==> config.mk <==
export PLATFORM = sky130hd
export DESIGN_NAME = alpha_overlay_sad_delta
export DESIGN_NICKNAME = d
export VERILOG_FILES = /design/src/sv/aosd_pkg.sv /design/src/sv/aosd_blend.sv /design/src/sv/aosd_place.sv /design/src/sv/aosd_delta.sv /design/src/sv/alpha_overlay_sad_delta.sv
export SDC_FILE = /design/constraint.sdc
export NUM_CORES = 2
export LEC_CHECK = 0
export ABC_AREA = 0
export BUFFER_PORTS_ARGS = -buffer_cell sky130_fd_sc_hd__clkbuf_2
export CAP_MARGIN = 20
export CORE_MARGIN = 5
export CORE_UTILIZATION = 55
export CTS_CLUSTER_DIAMETER = 40
export DETAILED_ROUTE_END_ITERATION = 7
export HOLD_SLACK_MARGIN = 0.08
export PLACE_DENSITY_LB_ADDON = 0.12
export SLEW_MARGIN = 15
export SYNTH_ARGS = -nofsm -noshare
export SYNTH_HDL_FRONTEND = slang
export SYNTH_SLANG_ARGS = --single-unit
export TNS_END_PERCENT = 30
==> constraint.sdc <==
create_clock -name clk -period 14.8 [get_ports clk]
set_input_delay 2.96 -clock clk [delete_from_list [all_inputs] [get_ports clk]]
set_output_delay 2.96 -clock clk [all_outputs]
set_load 0.01 [all_outputs]
==> src/sv/aosd_pkg.sv <==
// Shared types and constants for the alpha overlay / SAD delta block.
// No dependencies; used by every module of the block except aosd_blend.

package aosd_pkg;

    localparam int IN_DATA_W  = 96;
    localparam int OUT_DATA_W = 88;
    localparam int CFG_IDX_W  = 3;
    localparam int CFG_DATA_W = 14;
    localparam int DELTA_W    = 27;
    localparam int POS_W      = 15;

    localparam logic [8:0]  MAX_SHAPE_DIM  = 9'd256;
    localparam logic [12:0] MAX_CANVAS_DIM = 13'd4096;

    localparam logic signed [DELTA_W:0] DELTA_LIMIT     = 28'sd50135040;
    localparam logic signed [DELTA_W:0] DELTA_LIMIT_NEG = -28'sd50135040;

    // register indexes on the configuration port
    localparam logic [CFG_IDX_W-1:0] REG_CANVAS_WIDTH  = 3'd0;
    localparam logic [CFG_IDX_W-1:0] REG_CANVAS_HEIGHT = 3'd1;
    localparam logic [CFG_IDX_W-1:0] REG_SHAPE_WIDTH   = 3'd2;
    localparam logic [CFG_IDX_W-1:0] REG_SHAPE_HEIGHT  = 3'd3;
    localparam logic [CFG_IDX_W-1:0] REG_CENTER_X      = 3'd4;
    localparam logic [CFG_IDX_W-1:0] REG_CENTER_Y      = 3'd5;
    localparam logic [CFG_IDX_W-1:0] REG_WRITE_BACK    = 3'd6;

    typedef struct packed {
        logic [12:0]        canvas_width;
        logic [12:0]        canvas_height;
        logic [8:0]         shape_width;
        logic [8:0]         shape_height;
        logic signed [13:0] center_x;
        logic signed [13:0] center_y;
        logic               write_back;
    } cfg_t;

    typedef struct packed {
        logic signed [POS_W-1:0] pixel_x;
        logic signed [POS_W-1:0] pixel_y;
        logic                    in_canvas;
    } place_t;

endpackage

==> src/sv/aosd_blend.sv <==
// One color channel of the source-over blend: round((s*a + d*(255-a)) / 255).
// Depends on nothing; instantiated once per channel by the top level.

module aosd_blend (
    input  logic [7:0] src,
    input  logic [7:0] dst,
    input  logic [7:0] alpha,
    output logic [7:0] blend
);

    logic [15:0] prod_src;
    logic [15:0] prod_dst;
    logic [16:0] num;
    logic [16:0] num_rnd;
    logic [31:0] scaled;

    always_comb
    begin
        prod_src = src * alpha;
        prod_dst = dst * (8'd255 - alpha);
        num      = {1'b0, prod_src} + {1'b0, prod_dst};
        // round half up: floor((n + 127) / 255), n + 127 stays below 2^16
        num_rnd  = num + 17'd127;
        // x / 255 == (x * 0x8081) >> 23 over this range, done as shifts and adds
        scaled   = {num_rnd, 15'd0} + {8'd0, num_rnd, 7'd0} + {15'd0, num_rnd};
        blend    = scaled[30:23];
    end

endmodule

==> src/sv/aosd_place.sv <==
// Maps a shape offset to a canvas position and tests it against the canvas bounds.
// Depends on aosd_pkg for the configuration and position types.

module aosd_place (
    input  aosd_pkg::cfg_t   cfg,
    input  logic [7:0]       offset_x,
    input  logic [7:0]       offset_y,
    output aosd_pkg::place_t place
);

    logic [8:0]  shape_w;
    logic [8:0]  shape_h;
    logic [12:0] canvas_w;
    logic [12:0] canvas_h;
    logic [14:0] pos_x;
    logic [14:0] pos_y;
    logic        in_x;
    logic        in_y;

    always_comb
    begin
        shape_w  = (cfg.shape_width > aosd_pkg::MAX_SHAPE_DIM) ?
                   aosd_pkg::MAX_SHAPE_DIM : cfg.shape_width;
        shape_h  = (cfg.shape_height > aosd_pkg::MAX_SHAPE_DIM) ?
                   aosd_pkg::MAX_SHAPE_DIM : cfg.shape_height;
        canvas_w = (cfg.canvas_width > aosd_pkg::MAX_CANVAS_DIM) ?
                   aosd_pkg::MAX_CANVAS_DIM : cfg.canvas_width;
        canvas_h = (cfg.canvas_height > aosd_pkg::MAX_CANVAS_DIM) ?
                   aosd_pkg::MAX_CANVAS_DIM : cfg.canvas_height;

        pos_x = {cfg.center_x[13], cfg.center_x} - {7'd0, shape_w[8:1]} + {7'd0, offset_x};
        pos_y = {cfg.center_y[13], cfg.center_y} - {7'd0, shape_h[8:1]} + {7'd0, offset_y};

        // a zero canvas dimension leaves nothing inside
        in_x = !pos_x[14] && (pos_x[13:0] < {1'b0, canvas_w});
        in_y = !pos_y[14] && (pos_y[13:0] < {1'b0, canvas_h});

        place.pixel_x   = $signed(pos_x);
        place.pixel_y   = $signed(pos_y);
        place.in_canvas = in_x && in_y;
    end

endmodule

==> src/sv/aosd_delta.sv <==
// Similarity delta: SAD(base,canvas) - SAD(base,blend) added to the running sum,
// saturated at the delta limit. Depends on aosd_pkg for widths and limits.

module aosd_delta (
    input  logic [23:0]                        base_rgb,
    input  logic [7:0]                         canvas_red,
    input  logic [7:0]                         canvas_green,
    input  logic [7:0]                         canvas_blue,
    input  logic [7:0]                         blend_red,
    input  logic [7:0]                         blend_green,
    input  logic [7:0]                         blend_blue,
    input  logic                               in_canvas,
    input  logic signed [aosd_pkg::DELTA_W-1:0] acc_in,
    output logic signed [aosd_pkg::DELTA_W-1:0] acc_out
);

    function automatic logic [7:0] abs_diff(input logic [7:0] a, input logic [7:0] b);
        abs_diff = (a > b) ? (a - b) : (b - a);
    endfunction

    logic [9:0]                          sad_before;
    logic [9:0]                          sad_after;
    logic signed [10:0]                  diff;
    logic signed [aosd_pkg::DELTA_W:0]   sum;

    always_comb
    begin
        sad_before = {2'd0, abs_diff(base_rgb[23:16], canvas_red)}
                   + {2'd0, abs_diff(base_rgb[15:8], canvas_green)}
                   + {2'd0, abs_diff(base_rgb[7:0], canvas_blue)};
        sad_after  = {2'd0, abs_diff(base_rgb[23:16], blend_red)}
                   + {2'd0, abs_diff(base_rgb[15:8], blend_green)}
                   + {2'd0, abs_diff(base_rgb[7:0], blend_blue)};
        diff = $signed({1'b0, sad_before}) - $signed({1'b0, sad_after});
        sum  = $signed({acc_in[aosd_pkg::DELTA_W-1], acc_in})
             + $signed({{(aosd_pkg::DELTA_W - 10){diff[10]}}, diff});

        if (!in_canvas)
            acc_out = acc_in;
        else if (sum > aosd_pkg::DELTA_LIMIT)
            acc_out = aosd_pkg::DELTA_LIMIT[aosd_pkg::DELTA_W-1:0];
        else if (sum < aosd_pkg::DELTA_LIMIT_NEG)
            acc_out = aosd_pkg::DELTA_LIMIT_NEG[aosd_pkg::DELTA_W-1:0];
        else
            acc_out = sum[aosd_pkg::DELTA_W-1:0];
    end

endmodule

==> src/sv/alpha_overlay_sad_delta.sv <==
// Alpha overlay with SAD delta, top level: input register, blend/placement stage,
// delta stage and output register. Depends on aosd_pkg, aosd_place, aosd_blend, aosd_delta.
//
// Takes one shape pixel per clock while the output is not stalled and returns
// one result per pixel, in order. The result passes through the input register,
// blend register and output register before it is offered on the output.
// Throughput is one pixel per cycle while m_tready holds; the running delta is
// added and saturated combinationally in the last stage, so back-to-back
// pixels never wait on it. Pixels that map outside the canvas still give a
// result, with zero color, write flag low and the delta unchanged. The result
// marked by tlast carries the run total; the accumulator then restarts at zero. Registers
// are written through cfg_write/cfg_index/cfg_data; the user must do so only while the
// block is empty, which it does not enforce; indexes past the register list are ignored.

module alpha_overlay_sad_delta (
    input  logic                                clk,
    input  logic                                rst_n,
    input  logic                                cfg_write,
    input  logic [aosd_pkg::CFG_IDX_W-1:0]      cfg_index,
    input  logic [aosd_pkg::CFG_DATA_W-1:0]     cfg_data,
    input  logic                                s_tvalid,
    output logic                                s_tready,
    // offset_x, offset_y, shape_red, shape_green, shape_blue, shape_alpha,
    // canvas_red, canvas_green, canvas_blue, base_rgb
    input  logic [aosd_pkg::IN_DATA_W-1:0]      s_tdata,
    input  logic                                s_tlast,   // last_pixel
    output logic                                m_tvalid,
    input  logic                                m_tready,
    // blend_red, blend_green, blend_blue, inside_res, write_pixel, pixel_x,
    // pixel_y, delta_sum, 5 zero bits
    output logic [aosd_pkg::OUT_DATA_W-1:0]     m_tdata,
    output logic                                m_tlast    // run_done
);

    // configuration
    aosd_pkg::cfg_t cfg_reg, cfg_next;

    // input register
    logic                              a_valid_reg, a_valid_next;
    logic [aosd_pkg::IN_DATA_W-1:0]    a_data_reg;
    logic                              a_last_reg;

    // blend register
    logic                              b_valid_reg, b_valid_next;
    logic [7:0]                        b_blend_r_reg, b_blend_g_reg, b_blend_b_reg;
    logic [23:0]                       b_canvas_rgb_reg;
    logic [23:0]                       b_base_rgb_reg;
    aosd_pkg::place_t                  b_place_reg;
    logic                              b_write_reg;
    logic                              b_last_reg;

    // output register
    logic                              o_valid_reg, o_valid_next;
    logic [aosd_pkg::OUT_DATA_W-1:0]   o_data_reg;
    logic                              o_last_reg;

    logic signed [aosd_pkg::DELTA_W-1:0] acc_reg, acc_next;
    logic signed [aosd_pkg::DELTA_W-1:0] acc_upd;

    logic             o_free, b_free, a_free;
    logic             b_adv, a_adv, s_take;
    aosd_pkg::place_t place;
    logic [7:0]       blend_r, blend_g, blend_b;

    assign o_free   = !o_valid_reg || m_tready;
    assign b_adv    = b_valid_reg && o_free;
    assign b_free   = !b_valid_reg || o_free;
    assign a_adv    = a_valid_reg && b_free;
    assign a_free   = !a_valid_reg || b_free;
    assign s_tready = a_free;
    assign s_take   = s_tvalid && a_free;

    assign m_tvalid = o_valid_reg;
    assign m_tdata  = o_data_reg;
    assign m_tlast  = o_last_reg;

    always_comb
    begin
        cfg_next = cfg_reg;
        if (cfg_write)
        begin
            case (cfg_index)
                aosd_pkg::REG_CANVAS_WIDTH:  cfg_next.canvas_width  = cfg_data[12:0];
                aosd_pkg::REG_CANVAS_HEIGHT: cfg_next.canvas_height = cfg_data[12:0];
                aosd_pkg::REG_SHAPE_WIDTH:   cfg_next.shape_width   = cfg_data[8:0];
                aosd_pkg::REG_SHAPE_HEIGHT:  cfg_next.shape_height  = cfg_data[8:0];
                aosd_pkg::REG_CENTER_X:      cfg_next.center_x      = $signed(cfg_data);
                aosd_pkg::REG_CENTER_Y:      cfg_next.center_y      = $signed(cfg_data);
                aosd_pkg::REG_WRITE_BACK:    cfg_next.write_back    = cfg_data[0];
                default:                     cfg_next = cfg_reg;
            endcase
        end
    end

    aosd_place u_place (
        .cfg      (cfg_reg),
        .offset_x (a_data_reg[7:0]),
        .offset_y (a_data_reg[15:8]),
        .place    (place)
    );

    aosd_blend u_blend_r (
        .src   (a_data_reg[23:16]),
        .dst   (a_data_reg[55:48]),
        .alpha (a_data_reg[47:40]),
        .blend (blend_r)
    );

    aosd_blend u_blend_g (
        .src   (a_data_reg[31:24]),
        .dst   (a_data_reg[63:56]),
        .alpha (a_data_reg[47:40]),
        .blend (blend_g)
    );

    aosd_blend u_blend_b (
        .src   (a_data_reg[39:32]),
        .dst   (a_data_reg[71:64]),
        .alpha (a_data_reg[47:40]),
        .blend (blend_b)
    );

    aosd_delta u_delta (
        .base_rgb     (b_base_rgb_reg),
        .canvas_red   (b_canvas_rgb_reg[23:16]),
        .canvas_green (b_canvas_rgb_reg[15:8]),
        .canvas_blue  (b_canvas_rgb_reg[7:0]),
        .blend_red    (b_blend_r_reg),
        .blend_green  (b_blend_g_reg),
        .blend_blue   (b_blend_b_reg),
        .in_canvas    (b_place_reg.in_canvas),
        .acc_in       (acc_reg),
        .acc_out      (acc_upd)
    );

    always_comb
    begin
        a_valid_next = s_take ? 1'b1 : (a_adv ? 1'b0 : a_valid_reg);
        b_valid_next = a_adv ? 1'b1 : (b_adv ? 1'b0 : b_valid_reg);
        o_valid_next = b_adv ? 1'b1 : (m_tready ? 1'b0 : o_valid_reg);
        acc_next     = acc_reg;
        if (b_adv)
            acc_next = b_last_reg ? '0 : acc_upd;
    end

    always_ff @(posedge clk or negedge rst_n)
    begin
        if (!rst_n)
        begin
            cfg_reg.canvas_width  <= 13'd1024;
            cfg_reg.canvas_height <= 13'd1024;
            cfg_reg.shape_width   <= 9'd256;
            cfg_reg.shape_height  <= 9'd256;
            cfg_reg.center_x      <= '0;
            cfg_reg.center_y      <= '0;
            cfg_reg.write_back    <= 1'b0;
            a_valid_reg           <= 1'b0;
            b_valid_reg           <= 1'b0;
            o_valid_reg           <= 1'b0;
            acc_reg               <= '0;
        end
        else
        begin
            cfg_reg     <= cfg_next;
            a_valid_reg <= a_valid_next;
            b_valid_reg <= b_valid_next;
            o_valid_reg <= o_valid_next;
            acc_reg     <= acc_next;
        end
    end

    // payload registers
    always_ff @(posedge clk)
    begin
        if (s_take)
        begin
            a_data_reg <= s_tdata;
            a_last_reg <= s_tlast;
        end
        if (a_adv)
        begin
            // outside pixels report a zero color
            b_blend_r_reg    <= place.in_canvas ? blend_r : 8'd0;
            b_blend_g_reg    <= place.in_canvas ? blend_g : 8'd0;
            b_blend_b_reg    <= place.in_canvas ? blend_b : 8'd0;
            b_canvas_rgb_reg <= {a_data_reg[55:48], a_data_reg[63:56], a_data_reg[71:64]};
            b_base_rgb_reg   <= a_data_reg[95:72];
            b_place_reg      <= place;
            b_write_reg      <= place.in_canvas && cfg_reg.write_back;
            b_last_reg       <= a_last_reg;
        end
        if (b_adv)
        begin
            o_data_reg <= {5'd0, acc_upd, b_place_reg.pixel_y, b_place_reg.pixel_x,
                           b_write_reg, b_place_reg.in_canvas,
                           b_blend_b_reg, b_blend_g_reg, b_blend_r_reg};
            o_last_reg <= b_last_reg;
        end
    end

endmodule

==> results_dict.tcl <==
set metrics [dict create \
    status "completed" \
    cpPeakStageDelay_ns 0.93 \
    clkSinkCount 387 \
    setup_viol 0 \
    grtUsageMet3_pct 3.42 \
    r2r_cells 37 \
    crit_path_end_kind "flop" \
    use_met1_pct 32.3 \
    holdBufCountCts 0 \
    fin_ws_ns 3.20 \
    first_iter_violations 1578 \
    clock_latency_ns 0.64 \
    cp.required_ns 15.12 \
    synth.distinct_cells 86 \
    multi_input_area_mm2 0.0256 \
    cp.arrival_ns 11.92 \
    synth_top_area_share_pct 21.7 \
    final.min_clock_period_ns 11.60 \
    syn_inst 4000 \
    first_global_vias 28973 \
    ant_nets 0 \
    pre_cts_ws_ns 3.27 \
    synth_largest_area_cell "edfxtp_1" \
    place_inst 5075 \
    yosys_warnings 0 \
    ys_seq_elements 387 \
    grt_first_pass_wirelength_mm 150 \
    worst-r2r-setup-slack_ns 3.20 \
    max-slew-margin-rel_pct 30.3 \
    startpoint "a_data_reg[41]" \
    detail_route.wl_per_cell_um 17.7 \
    min_period_over_period_pct 78.4 \
    r2r-start "a_data_reg[41]" \
    fillCellCount 6042 \
    synthesis.area_mm2 0.0397 \
    synth_edf_count 286 \
    drive_gt1_share_pct 10.7 \
    drv_cap 0 \
    nets 5173 \
    criticalPathCategory "reg2reg" \
    routed_wirelength_mm 92.3 \
    yosysMostFrequentCell "inv_1" \
    drc 0 \
    grt_util_met2_pct 39.9 \
    cts-resized-gates 0 \
    fmax_ghz 0.0862 \
    diodes 0 \
    clockBufferDepth 3 \
    ys_seq_area_share_pct 28.0 \
    numPortBuffers 204 \
    grt_use_total_pct 23.7 \
    cts_tree "built" \
    largest_reg_flops 96 \
    tightest_slew_ns 1.04 \
    endpoint "b_blend_g_reg[6]" \
    timing.hold.ws_ns 0.411 \
    area_delta_synth_final_pct 11.5 \
    critical-path-slowest-cell "edfxtp_1" \
    numCtsBuffers 71 \
    antenna_found_initial 2 \
    die_area_mm2 0.0776 \
    post_cts_buffers 0 \
    cts_root_buffer "clkbuf_16" \
    seq_area_mm2 0.0111 \
    initial_core_util_pct 55.5 \
    whs_path_depth 0 \
    timing.rr.end "b_blend_g_reg[6]" \
    via_per_inst 5.50 \
    chipWidth_um 279 \
    hpwl_mm 71.8 \
    fin_skew_ns 0.0648 \
    setup_tns_ns 0 \
    async_reset_ff_share_pct 26.1 \
    ys.flop_type "edfxtp_1" \
    drt_first_pass_iters 5 \
    startpoint_type "flop" \
    syn_avg_cell_area_um2 9.91 \
    synth_commonest_cells "675 x inv_1, 543 x ha_1, 313 x fa_1, 286 x edfxtp_1, 254 x nand2_1" \
    rows 98 \
    grt-ovfl-total 0 \
    gp_congestion 0.902 \
    ios 210 \
    grt_max_degree 67 \
    path_max_fanout 25 \
    busiest_layer "met2" \
    core_area_mm2 0.0715 \
    h-tree-depth 3 \
    via_count 28630 \
    synthTopCellsByArea "edfxtp_1 22%, ha_1 17%, fa_1 16%" \
    critPathMostFrequentCell "fa_1" \
    fin_cells 5207 \
    hp-class "reg2reg" \
    clkSlewWorstSetupHoldPaths_ns 0.06 \
    die_y_um 279 \
    hold_violations 0 \
    rsz0062_at_grt "false" \
    drv_slew 0 \
]
through the flow:
stage | util (%) | cell area [µm²]
2_1_floorplan | - | 39700
5_1_grt | 61.8 | 44200
6_report | 61.8 | 44200
4_1_cts | 61.8 | 44200
3_3_place_gp | 58.2 | 41600
3_5_place_dp | 58.2 | 41600
per-layer routing:
layer	part of all wire, %	vias to the layer above	wire length (µm)
li1	-	13993	-
met1	45	13932	41900
met2	48	559	43900
met3	4.1	144	3810
met4	2.9	2	2680
met5	0.013	-	12
kinds of logic after synthesis:
group	Yosys count	synth area share, %
XOR/XNOR	183	4.04
flip-flops	387	28.0
AO/OA/AOI/OAI	689	11.6
AND/OR/NAND/NOR	1010	13.3
multiplexers	93	2.56
other	1	0.00946
buffers and inverters	781	7.50
adder cells (fa/ha/maj)	856	32.9
placed cells by master (no fill, tap or decap), types with 51 or more instances in the layout:
master	n
a21o_1	69
a21oi_1	202
and2_1	89
clkbuf_16	71
clkbuf_2	203
dfrtp_1	97
edfxtp_1	286
fa_1	313
ha_1	543
inv_1	674
mux2_2	68
nand2_1	254
nand2b_1	115
nor2_1	141
nor2b_1	162
nor3_1	56
o21ai_0	110
xnor2_1	132
xor2_1	51
how the worst min path moves through the flow:
stage / from / to / slack (ns)
detailed placement: b_place_reg[7] / m_tdata[47] / 0.41
CTS: a_data_reg[73] / b_base_rgb_reg[1] / 0.41
global route: b_place_reg[1] / m_tdata[41] / 0.42
floorplan: a_data_reg[72] / b_base_rgb_reg[0] / 0.40
global placement: a_data_reg[94] / b_base_rgb_reg[22] / 0.40
finish: a_data_reg[80] / b_base_rgb_reg[8] / 0.41
critical path: cells and delay by family, from the launching register on:
family          cells  cell delay (ns)
compound gates      8             2.03
xor+xnor            2             0.32
flops               1             0.93
buf+inv             6             0.32
simple gates        8             2.29
fa+ha+maj          13             5.42
area by class of cell:
cell class	instances	area share, %
clock buffers	74	4.05
clock inverters	58	1.76
inverters	675	5.74
multi-input cells	2836	57.9
flip-flops and latches	387	25.2
well taps	950	2.69
repair buffers	227	2.71
Power is not shown: default switching activity piles up to over one toggle a cycle in this logic, so the estimate is an artifact.
